**src/hdl/usb_midi_descriptor_parser_assert.svh**
```systemverilog
// Assertion macros for the descriptor parser.
// UMDP_ASSERT checks a same-cycle implication, UMDP_ASSERT_NEXT one in the next cycle.
`ifndef USB_MIDI_DESCRIPTOR_PARSER_ASSERT_SVH
`define USB_MIDI_DESCRIPTOR_PARSER_ASSERT_SVH

`ifndef SYNTH
`define UMDP_ASSERT(label, clk, rst, ante, cons) \
  label: assert property (@(posedge clk) disable iff (rst) (ante) |-> (cons)) \
    else $error("umdp assertion failed");
`define UMDP_ASSERT_NEXT(label, clk, rst, ante, cons) \
  label: assert property (@(posedge clk) disable iff (rst) (ante) |=> (cons)) \
    else $error("umdp assertion failed");
`else
`define UMDP_ASSERT(label, clk, rst, ante, cons)
`define UMDP_ASSERT_NEXT(label, clk, rst, ante, cons)
`endif

`endif

```
**src/hdl/umdp_pkg.sv**
```systemverilog
package umdp_pkg;

  localparam logic [7:0]  KindInterface = 8'h04;
  localparam logic [7:0]  KindEndpoint  = 8'h05;
  localparam logic [7:0]  XferMask      = 8'h03;
  localparam logic [7:0]  XferBulk      = 8'h02;
  localparam logic [7:0]  DirIn         = 8'h80;
  localparam logic [15:0] MpsDefault    = 16'd64;

  localparam logic [7:0]  MinLength     = 8'd2;
  localparam logic [7:0]  IfaceMinLen   = 8'd9;
  localparam logic [7:0]  EpMinLen      = 8'd7;

  // byte positions inside a descriptor
  localparam logic [7:0]  OffLength     = 8'd0;
  localparam logic [7:0]  OffKind       = 8'd1;
  localparam logic [7:0]  OffNumber     = 8'd2;
  localparam logic [7:0]  OffEpAttr     = 8'd3;
  localparam logic [7:0]  OffEpMpsLow   = 8'd4;
  localparam logic [7:0]  OffIfClass    = 8'd5;
  localparam logic [7:0]  OffEpMpsHigh  = 8'd5;
  localparam logic [7:0]  OffIfSubclass = 8'd6;

  localparam logic        CfgWantedClass    = 1'b0;
  localparam logic        CfgWantedSubclass = 1'b1;
  localparam logic [7:0]  ClassReset        = 8'h01;
  localparam logic [7:0]  SubclassReset     = 8'h03;

  typedef struct packed {
    logic [7:0]  byte_offset;
    logic [7:0]  desc_length;
    logic [7:0]  desc_kind;
    logic        in_target;
    logic        halted;
    logic [7:0]  held_number;
    logic [7:0]  held_attr;
    logic [7:0]  held_low;
    logic [7:0]  cap_iface;
    logic [7:0]  cap_out;
    logic [7:0]  cap_in;
    logic [15:0] cap_mps;
    logic        seen_out;
    logic        seen_in;
  } walk_t;

  localparam walk_t WalkClear = '{
    byte_offset: 8'd0, desc_length: 8'd0, desc_kind: 8'd0,
    in_target: 1'b0, halted: 1'b0,
    held_number: 8'd0, held_attr: 8'd0, held_low: 8'd0,
    cap_iface: 8'd0, cap_out: 8'd0, cap_in: 8'd0, cap_mps: MpsDefault,
    seen_out: 1'b0, seen_in: 1'b0
  };

  typedef struct packed {
    logic        found;
    logic [7:0]  iface_number;
    logic [7:0]  out_endpoint;
    logic [7:0]  in_endpoint;
    logic [15:0] in_max_packet;
  } result_t;

endpackage

```
**src/hdl/umdp_in_if.sv**
```systemverilog
interface umdp_in_if;
  logic       valid;
  logic       ready;
  logic [7:0] data_byte;
  logic       first_byte;
  logic       last_byte;

  modport source (output valid, output data_byte, output first_byte, output last_byte,
                  input ready);
  modport sink (input valid, input data_byte, input first_byte, input last_byte,
                output ready);
endinterface

```
**src/hdl/umdp_out_if.sv**
```systemverilog
interface umdp_out_if;
  logic        valid;
  logic        ready;
  logic        found;
  logic [7:0]  iface_number;
  logic [7:0]  out_endpoint;
  logic [7:0]  in_endpoint;
  logic [15:0] in_max_packet;

  modport source (output valid, output found, output iface_number, output out_endpoint,
                  output in_endpoint, output in_max_packet, input ready);
  modport sink (input valid, input found, input iface_number, input out_endpoint,
                input in_endpoint, input in_max_packet, output ready);
endinterface

```
**src/hdl/umdp_step.sv**
```systemverilog
module umdp_step (
  input  umdp_pkg::walk_t   walk,
  input  logic [7:0]        data_byte,
  input  logic              first_byte,
  input  logic              last_byte,
  input  logic [7:0]        wanted_class,
  input  logic [7:0]        wanted_subclass,
  output umdp_pkg::walk_t   walk_next,
  output umdp_pkg::result_t res
);
  import umdp_pkg::*;

  walk_t      cur;
  walk_t      nx;
  logic [7:0] off;
  logic [7:0] len;
  logic [8:0] off_inc;
  logic       is_iface;
  logic       is_ep;

  always_comb begin
    cur      = first_byte ? WalkClear : walk;
    nx       = cur;
    off      = cur.byte_offset;
    len      = (off == OffLength) ? data_byte : cur.desc_length;
    off_inc  = {1'b0, off} + 9'd1;
    is_iface = (cur.desc_kind == KindInterface) && (cur.desc_length >= IfaceMinLen);
    is_ep    = (cur.desc_kind == KindEndpoint) && (cur.desc_length >= EpMinLen) &&
               cur.in_target;

    if (!cur.halted) begin
      if ((off == OffLength) && (data_byte < MinLength)) begin
        // too short to walk on: stop until the next block
        nx.halted = 1'b1;
      end else begin
        // bytes of other kinds, or at positions nobody needs, just move the offset
        if (off == OffLength) begin
          nx.desc_length = data_byte;
        end else if (off == OffKind) begin
          nx.desc_kind = data_byte;
        end else if (is_iface) begin
          if (off == OffNumber) begin
            nx.held_number = data_byte;
          end else if (off == OffIfClass) begin
            nx.held_attr = data_byte;
          end else if (off == OffIfSubclass) begin
            nx.in_target = (cur.held_attr == wanted_class) && (data_byte == wanted_subclass);
            if ((cur.held_attr == wanted_class) && (data_byte == wanted_subclass)) begin
              nx.cap_iface = cur.held_number;
            end
          end
        end else if (is_ep) begin
          if (off == OffNumber) begin
            nx.held_number = data_byte;
          end else if (off == OffEpAttr) begin
            nx.held_attr = data_byte;
          end else if (off == OffEpMpsLow) begin
            nx.held_low = data_byte;
          end else if ((off == OffEpMpsHigh) && ((cur.held_attr & XferMask) == XferBulk)) begin
            if ((cur.held_number & DirIn) != 8'd0) begin
              nx.cap_in  = cur.held_number;
              nx.cap_mps = ({data_byte, cur.held_low} == 16'd0) ? MpsDefault
                                                                : {data_byte, cur.held_low};
              nx.seen_in = 1'b1;
            end else begin
              nx.cap_out  = cur.held_number;
              nx.seen_out = 1'b1;
            end
          end
        end
        nx.byte_offset = (off_inc >= {1'b0, len}) ? 8'd0 : off_inc[7:0];
      end
    end

    // captures stay; the walk stops after the block's final byte
    if (last_byte) begin
      nx.halted = 1'b1;
    end

    walk_next         = nx;
    res.found         = nx.seen_out && nx.seen_in;
    res.iface_number  = nx.cap_iface;
    res.out_endpoint  = nx.cap_out;
    res.in_endpoint   = nx.cap_in;
    res.in_max_packet = nx.cap_mps;
  end

endmodule

```
**src/hdl/usb_midi_descriptor_parser.sv**
```systemverilog
// A result appears in the cycle after its last byte is accepted.
// Throughput: one byte per cycle; the next byte is taken while a result
// waits, as long as the result register is free or being emptied.
// Reset (rst, synchronous, active high) clears the walk and captures,
// sets wanted class 1 and subclass 3, and empties the result register.
module usb_midi_descriptor_parser (
  input  logic        clk,
  input  logic        rst,
  umdp_in_if.sink     desc,
  umdp_out_if.source  result,
  input  logic        cfg_we,
  input  logic        cfg_index,
  input  logic [7:0]  cfg_data
);
  import umdp_pkg::*;

  `include "usb_midi_descriptor_parser_assert.svh"

  walk_t      walk;
  walk_t      walk_next;
  result_t    res_next;
  result_t    res;
  logic       res_valid;
  logic [7:0] wanted_class;
  logic [7:0] wanted_subclass;
  logic       in_fire;

  assign desc.ready = !res_valid || result.ready;
  assign in_fire    = desc.valid && desc.ready;

  always_ff @(posedge clk) begin
    if (rst) begin
      wanted_class    <= ClassReset;
      wanted_subclass <= SubclassReset;
    end else if (cfg_we) begin
      unique case (cfg_index)
        CfgWantedClass:    wanted_class    <= cfg_data;
        CfgWantedSubclass: wanted_subclass <= cfg_data;
        default:           wanted_class    <= wanted_class;
      endcase
    end
  end

  umdp_step u_step (
    .walk            (walk),
    .data_byte       (desc.data_byte),
    .first_byte      (desc.first_byte),
    .last_byte       (desc.last_byte),
    .wanted_class    (wanted_class),
    .wanted_subclass (wanted_subclass),
    .walk_next       (walk_next),
    .res             (res_next)
  );

  always_ff @(posedge clk) begin
    if (rst) begin
      walk <= WalkClear;
    end else if (in_fire) begin
      walk <= walk_next;
    end
  end

  always_ff @(posedge clk) begin
    if (rst) begin
      res_valid <= 1'b0;
    end else if (in_fire) begin
      res_valid <= desc.last_byte;
    end else if (result.ready) begin
      res_valid <= 1'b0;
    end
  end

  always_ff @(posedge clk) begin
    if (in_fire && desc.last_byte) begin
      res <= res_next;
    end
  end

  assign result.valid         = res_valid;
  assign result.found         = res.found;
  assign result.iface_number  = res.iface_number;
  assign result.out_endpoint  = res.out_endpoint;
  assign result.in_endpoint   = res.in_endpoint;
  assign result.in_max_packet = res.in_max_packet;

  `UMDP_ASSERT_NEXT(a_last_gives_result, clk, rst, in_fire && desc.last_byte, res_valid)
  `UMDP_ASSERT_NEXT(a_last_halts, clk, rst, in_fire && desc.last_byte, walk.halted)
  `UMDP_ASSERT(a_found_has_in, clk, rst, res_valid && res.found, res.in_endpoint[7])
  `UMDP_ASSERT(a_mps_default, clk, rst, !walk.seen_in, walk.cap_mps == MpsDefault)
  `UMDP_ASSERT(a_offset_in_desc, clk, rst, walk.byte_offset != 8'd0,
    walk.byte_offset < walk.desc_length)

endmodule
```
**src/flat_wrapper.sv**
```systemverilog
// flat-port wrapper written by rule: the top's interface ports become plain ports
module usb_midi_descriptor_parser_flat import umdp_pkg::*;
  (clk, rst, cfg_we, cfg_index, cfg_data, desc_valid, desc_data_byte, desc_first_byte, desc_last_byte, desc_ready, result_valid, result_found, result_iface_number, result_out_endpoint, result_in_endpoint, result_in_max_packet, result_ready);
  umdp_in_if desc_i ();
  umdp_out_if result_i ();
  input  logic clk;
  input  logic rst;
  input  logic cfg_we;
  input  logic cfg_index;
  input  logic [7:0] cfg_data;
  input wire logic [$bits(desc_i.valid)-1:0] desc_valid;
  input wire logic [$bits(desc_i.data_byte)-1:0] desc_data_byte;
  input wire logic [$bits(desc_i.first_byte)-1:0] desc_first_byte;
  input wire logic [$bits(desc_i.last_byte)-1:0] desc_last_byte;
  output wire logic [$bits(desc_i.ready)-1:0] desc_ready;
  output wire logic [$bits(result_i.valid)-1:0] result_valid;
  output wire logic [$bits(result_i.found)-1:0] result_found;
  output wire logic [$bits(result_i.iface_number)-1:0] result_iface_number;
  output wire logic [$bits(result_i.out_endpoint)-1:0] result_out_endpoint;
  output wire logic [$bits(result_i.in_endpoint)-1:0] result_in_endpoint;
  output wire logic [$bits(result_i.in_max_packet)-1:0] result_in_max_packet;
  input wire logic [$bits(result_i.ready)-1:0] result_ready;
  assign desc_i.valid = desc_valid;
  assign desc_i.data_byte = desc_data_byte;
  assign desc_i.first_byte = desc_first_byte;
  assign desc_i.last_byte = desc_last_byte;
  assign desc_ready = desc_i.ready;
  assign result_valid = result_i.valid;
  assign result_found = result_i.found;
  assign result_iface_number = result_i.iface_number;
  assign result_out_endpoint = result_i.out_endpoint;
  assign result_in_endpoint = result_i.in_endpoint;
  assign result_in_max_packet = result_i.in_max_packet;
  assign result_i.ready = result_ready;
  usb_midi_descriptor_parser u_core (.clk(clk), .rst(rst), .desc(desc_i), .result(result_i), .cfg_we(cfg_we), .cfg_index(cfg_index), .cfg_data(cfg_data));
endmodule
```
**config.mk**
```make
export PLATFORM = sky130hd
export DESIGN_NAME = usb_midi_descriptor_parser_flat
export DESIGN_NICKNAME = d
export VERILOG_FILES = /design/src/hdl/umdp_pkg.sv /design/src/hdl/umdp_in_if.sv /design/src/hdl/umdp_out_if.sv /design/src/hdl/umdp_step.sv /design/src/hdl/usb_midi_descriptor_parser.sv /design/src/flat_wrapper.sv
export VERILOG_INCLUDE_DIRS = /design/src /design/src/hdl
export SDC_FILE = /design/constraint.sdc
export NUM_CORES = 1
export LEC_CHECK = 0
export BUFFER_PORTS_ARGS = -buffer_cell sky130_fd_sc_hd__clkbuf_2
export CAP_MARGIN = 20
export CORE_MARGIN = 4
export CORE_UTILIZATION = 41
export CTS_CLUSTER_DIAMETER = 80
export DETAILED_ROUTE_END_ITERATION = 8
export GPL_TIMING_DRIVEN = 0
export MAX_ROUTING_LAYER = met4
export PLACE_DENSITY = 0.63
export RECOVER_POWER = 50
export SLEW_MARGIN = 15
export SYNTH_ARGS = -nofsm -noshare
export SYNTH_HDL_FRONTEND = slang
export SYNTH_SLANG_ARGS = --single-unit
```
**constraint.sdc**
```tcl
create_clock -name clk -period 6.6 [get_ports clk]
set_input_delay 1.65 -clock clk [delete_from_list [all_inputs] [get_ports clk]]
set_output_delay 1.65 -clock clk [all_outputs]
set_load 0.02 [all_outputs]
```
Yosys cells after proc, flatten, opt, wreduce, memory -nomap -nowiden:

Index checks and enable logic that the tools add are counted.

* multiplexer cells: 45
* reduce and logical (&&, ||, !) cells: 16
* order comparisons: 4
* add/sub/neg operators: 1
* multipliers: 0
* equality and inequality tests: 11
* bitwise logic cells: 1
* divide/modulo/power cells: 0
* shifts and indexed selects: 0

Operators with widths (number)
* 34-bit two-way mux: 6
* 66-bit two-way mux: 3
* 92-bit two-way mux: 2
* 8-bit two-way mux: 16
* 16-bit two-way mux: 3
* 24-bit two-way mux: 2
* 8-bit by 3-bit == test with 1-bit output (second input constant): 5
* 25-bit two-way mux: 1
* 8-bit by 2-bit == test with 1-bit output (second input constant): 2
* 8-bit == test: 2
* 16-bit logical NOT: 1
* 1-bit two-way mux: 11
* 8-bit by 1-bit adder with 9-bit output (second input constant): 1
* 9-bit by 8-bit greater-or-equal comparator with 1-bit output: 1
* 1-bit logical AND: 9
* 9-bit two-way mux: 1
* 8-bit by 1-bit == test with 1-bit output (second input constant): 1
* 8-bit by 3-bit greater-or-equal comparator with 1-bit output (second input constant): 1
* 8-bit by 4-bit greater-or-equal comparator with 1-bit output (second input constant): 1
* 8-bit logical NOT: 1
* 8-bit by 2-bit < comparator with 1-bit output (second input constant): 1
* 2-bit AND reduction: 2
* 2-bit == test (second input constant): 1
* 2-bit nonzero test: 1
* other kinds (3): 3

* bits in registers: 150
* ROM bits: 0
* output and inout port bits: 43
* bits in latches: 0
* bits of input ports: 24
* bits in writable memories: 0
* memories kept: 0
* word-level logic and storage cells: 100

Depth between registers and ports, before layout:

* depth after elaboration: 15
* gate-level depth with buffers: 14
* mapped depth without buffers: 10

Hierarchy:

A second synthesis with hierarchy kept.

* cell total of the unflattened synthesis: 969
* area, all modules: 8553.2 sq um

By module, submodules not included
* usb_midi_descriptor_parser: sequential area each 3413.3 sq um, cells each 539, times used 1, area each 5879.4 sq um
* umdp_step: sequential area each 0.0 sq um, cells each 430, times used 1, area each 2673.8 sq um

Worst setup path after synthesis:

No wires, ideal clock.

* path type: input -> register
* start point: input desc_first_byte
* end point: register u_core.walk[84] (netlist name)
* library setup time: 0.086 ns
* stages on the path: 13
* data required time: 6.514 ns
* data arrival time: 5.185 ns
* path buffers: 6
* setup slack: 1.329 ns
* cell sequence: clkbuf_1 > buf_2 > buf_2 > buf_1 > clkbuf_1 > buf_1 > a21oi_1 > ha_1 > a2111oi_0 > o21ai_0 > a2111oi_1 > a21oi_1 > a211oi_1

* word-level cells in the longest chain between the ends: 7
* elaborated cells between the ends (all ways): 9

RTL lines
* start, declared: line flat_wrapper.sv:13 `input wire logic [$bits(desc_i.first_byte)-1:0] desc_first_byte;`
* 92-bit two-way mux *: line umdp_step.sv:22 `cur = first_byte ? WalkClear : walk;`
* branches (longest 5 deep; another with 8-bit by 1-bit adder with 9-bit output)
* 92-bit two-way mux *: line umdp_step.sv:31 `if (!cur.halted) begin`

Every way passes the cells marked *.
A chain may end at the register's enable or synchronous reset.

Worst setup path in the final report:

* start point: input desc_first_byte
* end point: register u_core.walk[84] (netlist name)

* word-level cells in the longest chain between the ends: 7
* elaborated cells between the ends (all ways): 9

RTL lines (line)
* 92-bit two-way mux *: umdp_step.sv:22
* branches (longest 5 deep; another with 8-bit by 1-bit adder with 9-bit output)
* 92-bit two-way mux *: umdp_step.sv:31

Marks and branches as above.

==> results.md <==
- Post-synthesis cell type count: 70
- Number of global-route vias before repair: 5748
- Most frequent cells in the layout: 109 x dfxtp_1, 92 x clkbuf_1, 88 x nand2_1
- Fmax: 159 MHz
- CORE AREA: 16700 um^2
- CTS Buf Count: 17
- Final period utilization: 95.5%
- FFs w/ async S/R, synth: 0%
- Dpl hpwl: 14500 um
- Proportion of layout cells with a drive suffix above 1: 7.80%
- Final Max Tran Viols: 0
- Finished Layout Cells: 1066
- Largest net degree at the start of global routing: 34
- First-pass GRT wire length: 32600 um
- Die Width: 139 um
- Boundary Pins: 67
- Detailed Routing Iterations Pass 1: 5
- Die area: 19300 um^2
- Layout area overhead: 15.7%
- Hold Crit Class: reg -> reg
- Clk_skew: 0.0101 ns
- Outcome: complete, no violations
- Aggregate routed wire length: 20700 um
- Nets: 865
- Worst-path clk slew: 0.06 ns
- Sequential fraction of the synthesis area: 48.6%
- Vias per cell: 5.76
- Routability-driven placement congestion ratio: 0.928
- Count of final hold-check violations: 0
- DRC violations left: 0
- Clk_lat worst skew: 0.44 ns
- Primary FF master, synth: dfxtp_1
- Synth Register Bits: 150
- Most common cell after layout, fill and taps aside: dfxtp_1
- CTS resizes: 0
- Lkg Pwr: 2.83 nW
- Final setup viols: 0
- Vias: 6142
- Core Rows: 47
- Number of routed nets with antenna violations: 0
- Global Route Usage Sum: 22.0%
- Critical Path AT: 6.64 ns
- CTS tree: yes
- DR iter-0 viols: 514
- Clk root buf: clkbuf_16
- Fin crit period: 6.30 ns
- Final WS setup: 0.298 ns
- Initial antenna violation count: 0
- Antenna cell count: 0
- Clock sinks: 150
- Rel. slew slack: 14.4%
- Syn Nets: 786
- Max_cap viols: 0
- Routed WL per cell: 19.4 um
- Syn Std Cell Area: 7020 um^2
- Crit path launch type: input pin
- Ys Warns: 0
- Gr ovfl total: 0
- Die Y: 139 um
- Crit end category: flop
- Pwr/cell area: 261 nW/um^2
- DP Cell Count: 1034
- Worst Path Max Fanout: 10
- Pre-CTS WS: -0.0487 ns
- Worst slew pin tran: 1.27 ns
- RSZ-0062 raised after global routing: false
- Area occupied by multi-input gates: 3320 um^2
- Mapped Avg Cell Area: 9.31 um^2
- Setup bufs post-CTS: 0
- Setup Crit Path Kind: in -> reg
- Max VDD drop: 0.191 mV
- Post-synth EDFFs: 41
- CTS Buffer Depth: 2
- WP data required: 6.94 ns
- Synth Instances: 754
- CTS H-tree depth: 4
- FF/Latch Area: 3410 um^2
- Starting Density: 42.0%
- IO Port Bufs: 58
- Hold Buf Count CTS: 0
- FILL cells: 1638
## path summary, 6_finish.rpt
| check | from | end | slack (ns) | depth (start not counted) |
|---|---|---|---|---|
| min reg2reg | u_core.walk[25]$_SDFFE_PP0P_ | u_core.walk[25]$_SDFFE_PP0P_ | 0.46 | 2 |
| max | desc_first_byte | u_core.walk[84]$_SDFFE_PP0P_ | 0.30 | 13 |
| min | u_core.walk[25]$_SDFFE_PP0P_ | u_core.walk[25]$_SDFFE_PP0P_ | 0.46 | 2 |
| max reg2reg | u_core.walk[84]$_SDFFE_PP0P_ | u_core.walk[84]$_SDFFE_PP0P_ | 2.27 | 12 |
## layout make-up
cell class,count,share of cell area [%]
Inverter,14,0.647
Sequential cell,150,42.0
Tap cell,220,3.39
Buffer,55,2.62
Timing Repair Buffer,60,3.27
Clock buffer,21,5.79
Clock inverter,11,1.42
Multi-Input combinational cell,535,40.8
## synthesized netlist by cell type (8+ instances only)
library cell | instances | area, um^2
a21oi_1 | 62 | 310
edfxtp_1 | 41 | 1230
o21ai_0 | 20 | 100
nor4_1 | 12 | 75.1
a22oi_1 | 16 | 120
nor3_1 | 16 | 80.1
inv_1 | 14 | 52.6
and3_1 | 10 | 62.6
o21a_1 | 8 | 60.1
dfxtp_1 | 109 | 2180
nand3_1 | 43 | 215
and2_1 | 11 | 68.8
nand4_1 | 11 | 68.8
mux2i_1 | 19 | 190
nor2_1 | 56 | 210
a22o_1 | 38 | 333
xor2_1 | 11 | 96.3
nand2b_1 | 9 | 56.3
a21o_1 | 9 | 67.6
nand2_1 | 88 | 330
ha_1 | 8 | 100
clkbuf_1 | 42 | 158
## metrics by stage
stage / hold WS (ns) / utilization, % / setup TNS, ns / instance area [um^2] / power, mW
2_1_floorplan: 0.421 / - / 0 / 7020 / 1.11
3_3_place_gp: 0.434 / 45.4 / -2.91 / 7580 / 1.17
3_5_place_dp: 0.451 / 45.7 / -0.0487 / 7630 / 1.17
4_1_cts: 0.459 / 49.2 / 0 / 8210 / 2.13
5_1_grt: 0.469 / 48.6 / 0 / 8120 / 2.18
6_report: 0.459 / 48.6 / 0 / 8120 / 2.12
## sequential cells by signal (all words and copies together), names as in the netlist
register and count:
u_core.walk 92, u_core.result.found 1, u_core.result.valid 1, u_core.result.iface_number 8, u_core.result.in_max_packet 16, u_core.wanted_subclass 8, u_core.result.out_endpoint 8, u_core.result.in_endpoint 8
u_core.wanted_class 8
## worst max-delay path, stage by stage
cell       delay [ns]
clkbuf_1         0.42
buf_2            0.34
buf_2            0.28
clkbuf_1         0.44
clkbuf_1         0.63
buf_1            0.62
a21oi_1          0.10
ha_1             0.30
a2111oi_0        0.38
o21ai_0          0.21
a2111oi_2        0.85
a21oi_1          0.15
a211oi_1         0.26
## routing by layer
layer / global-route usage [%] / wire, um
met1: 29.4 / 9730
met2: 33.6 / 9440
met3: 3.97 / 1080
met4: 7.88 / 455
met5: - / 0
## logic make-up after synthesis
family                     count (synthesis)  share of synthesized area (%)
adders and majority gates                  8                           1.43
muxes                                     20                           2.87
and+or+nand+nor                          295                           22.0
DFF                                      150                           48.6
AOI/OAI and AO/OA                        196                           19.2
xor gates and xnor gates                  16                           2.00
buffers and inverters                     69                           3.89
## report_power, final
group          internal, mW  switching, mW
registers             0.966         0.0128
logic                0.0470          0.127
clock network         0.556          0.407
Power figures use the tool's default switching activity.
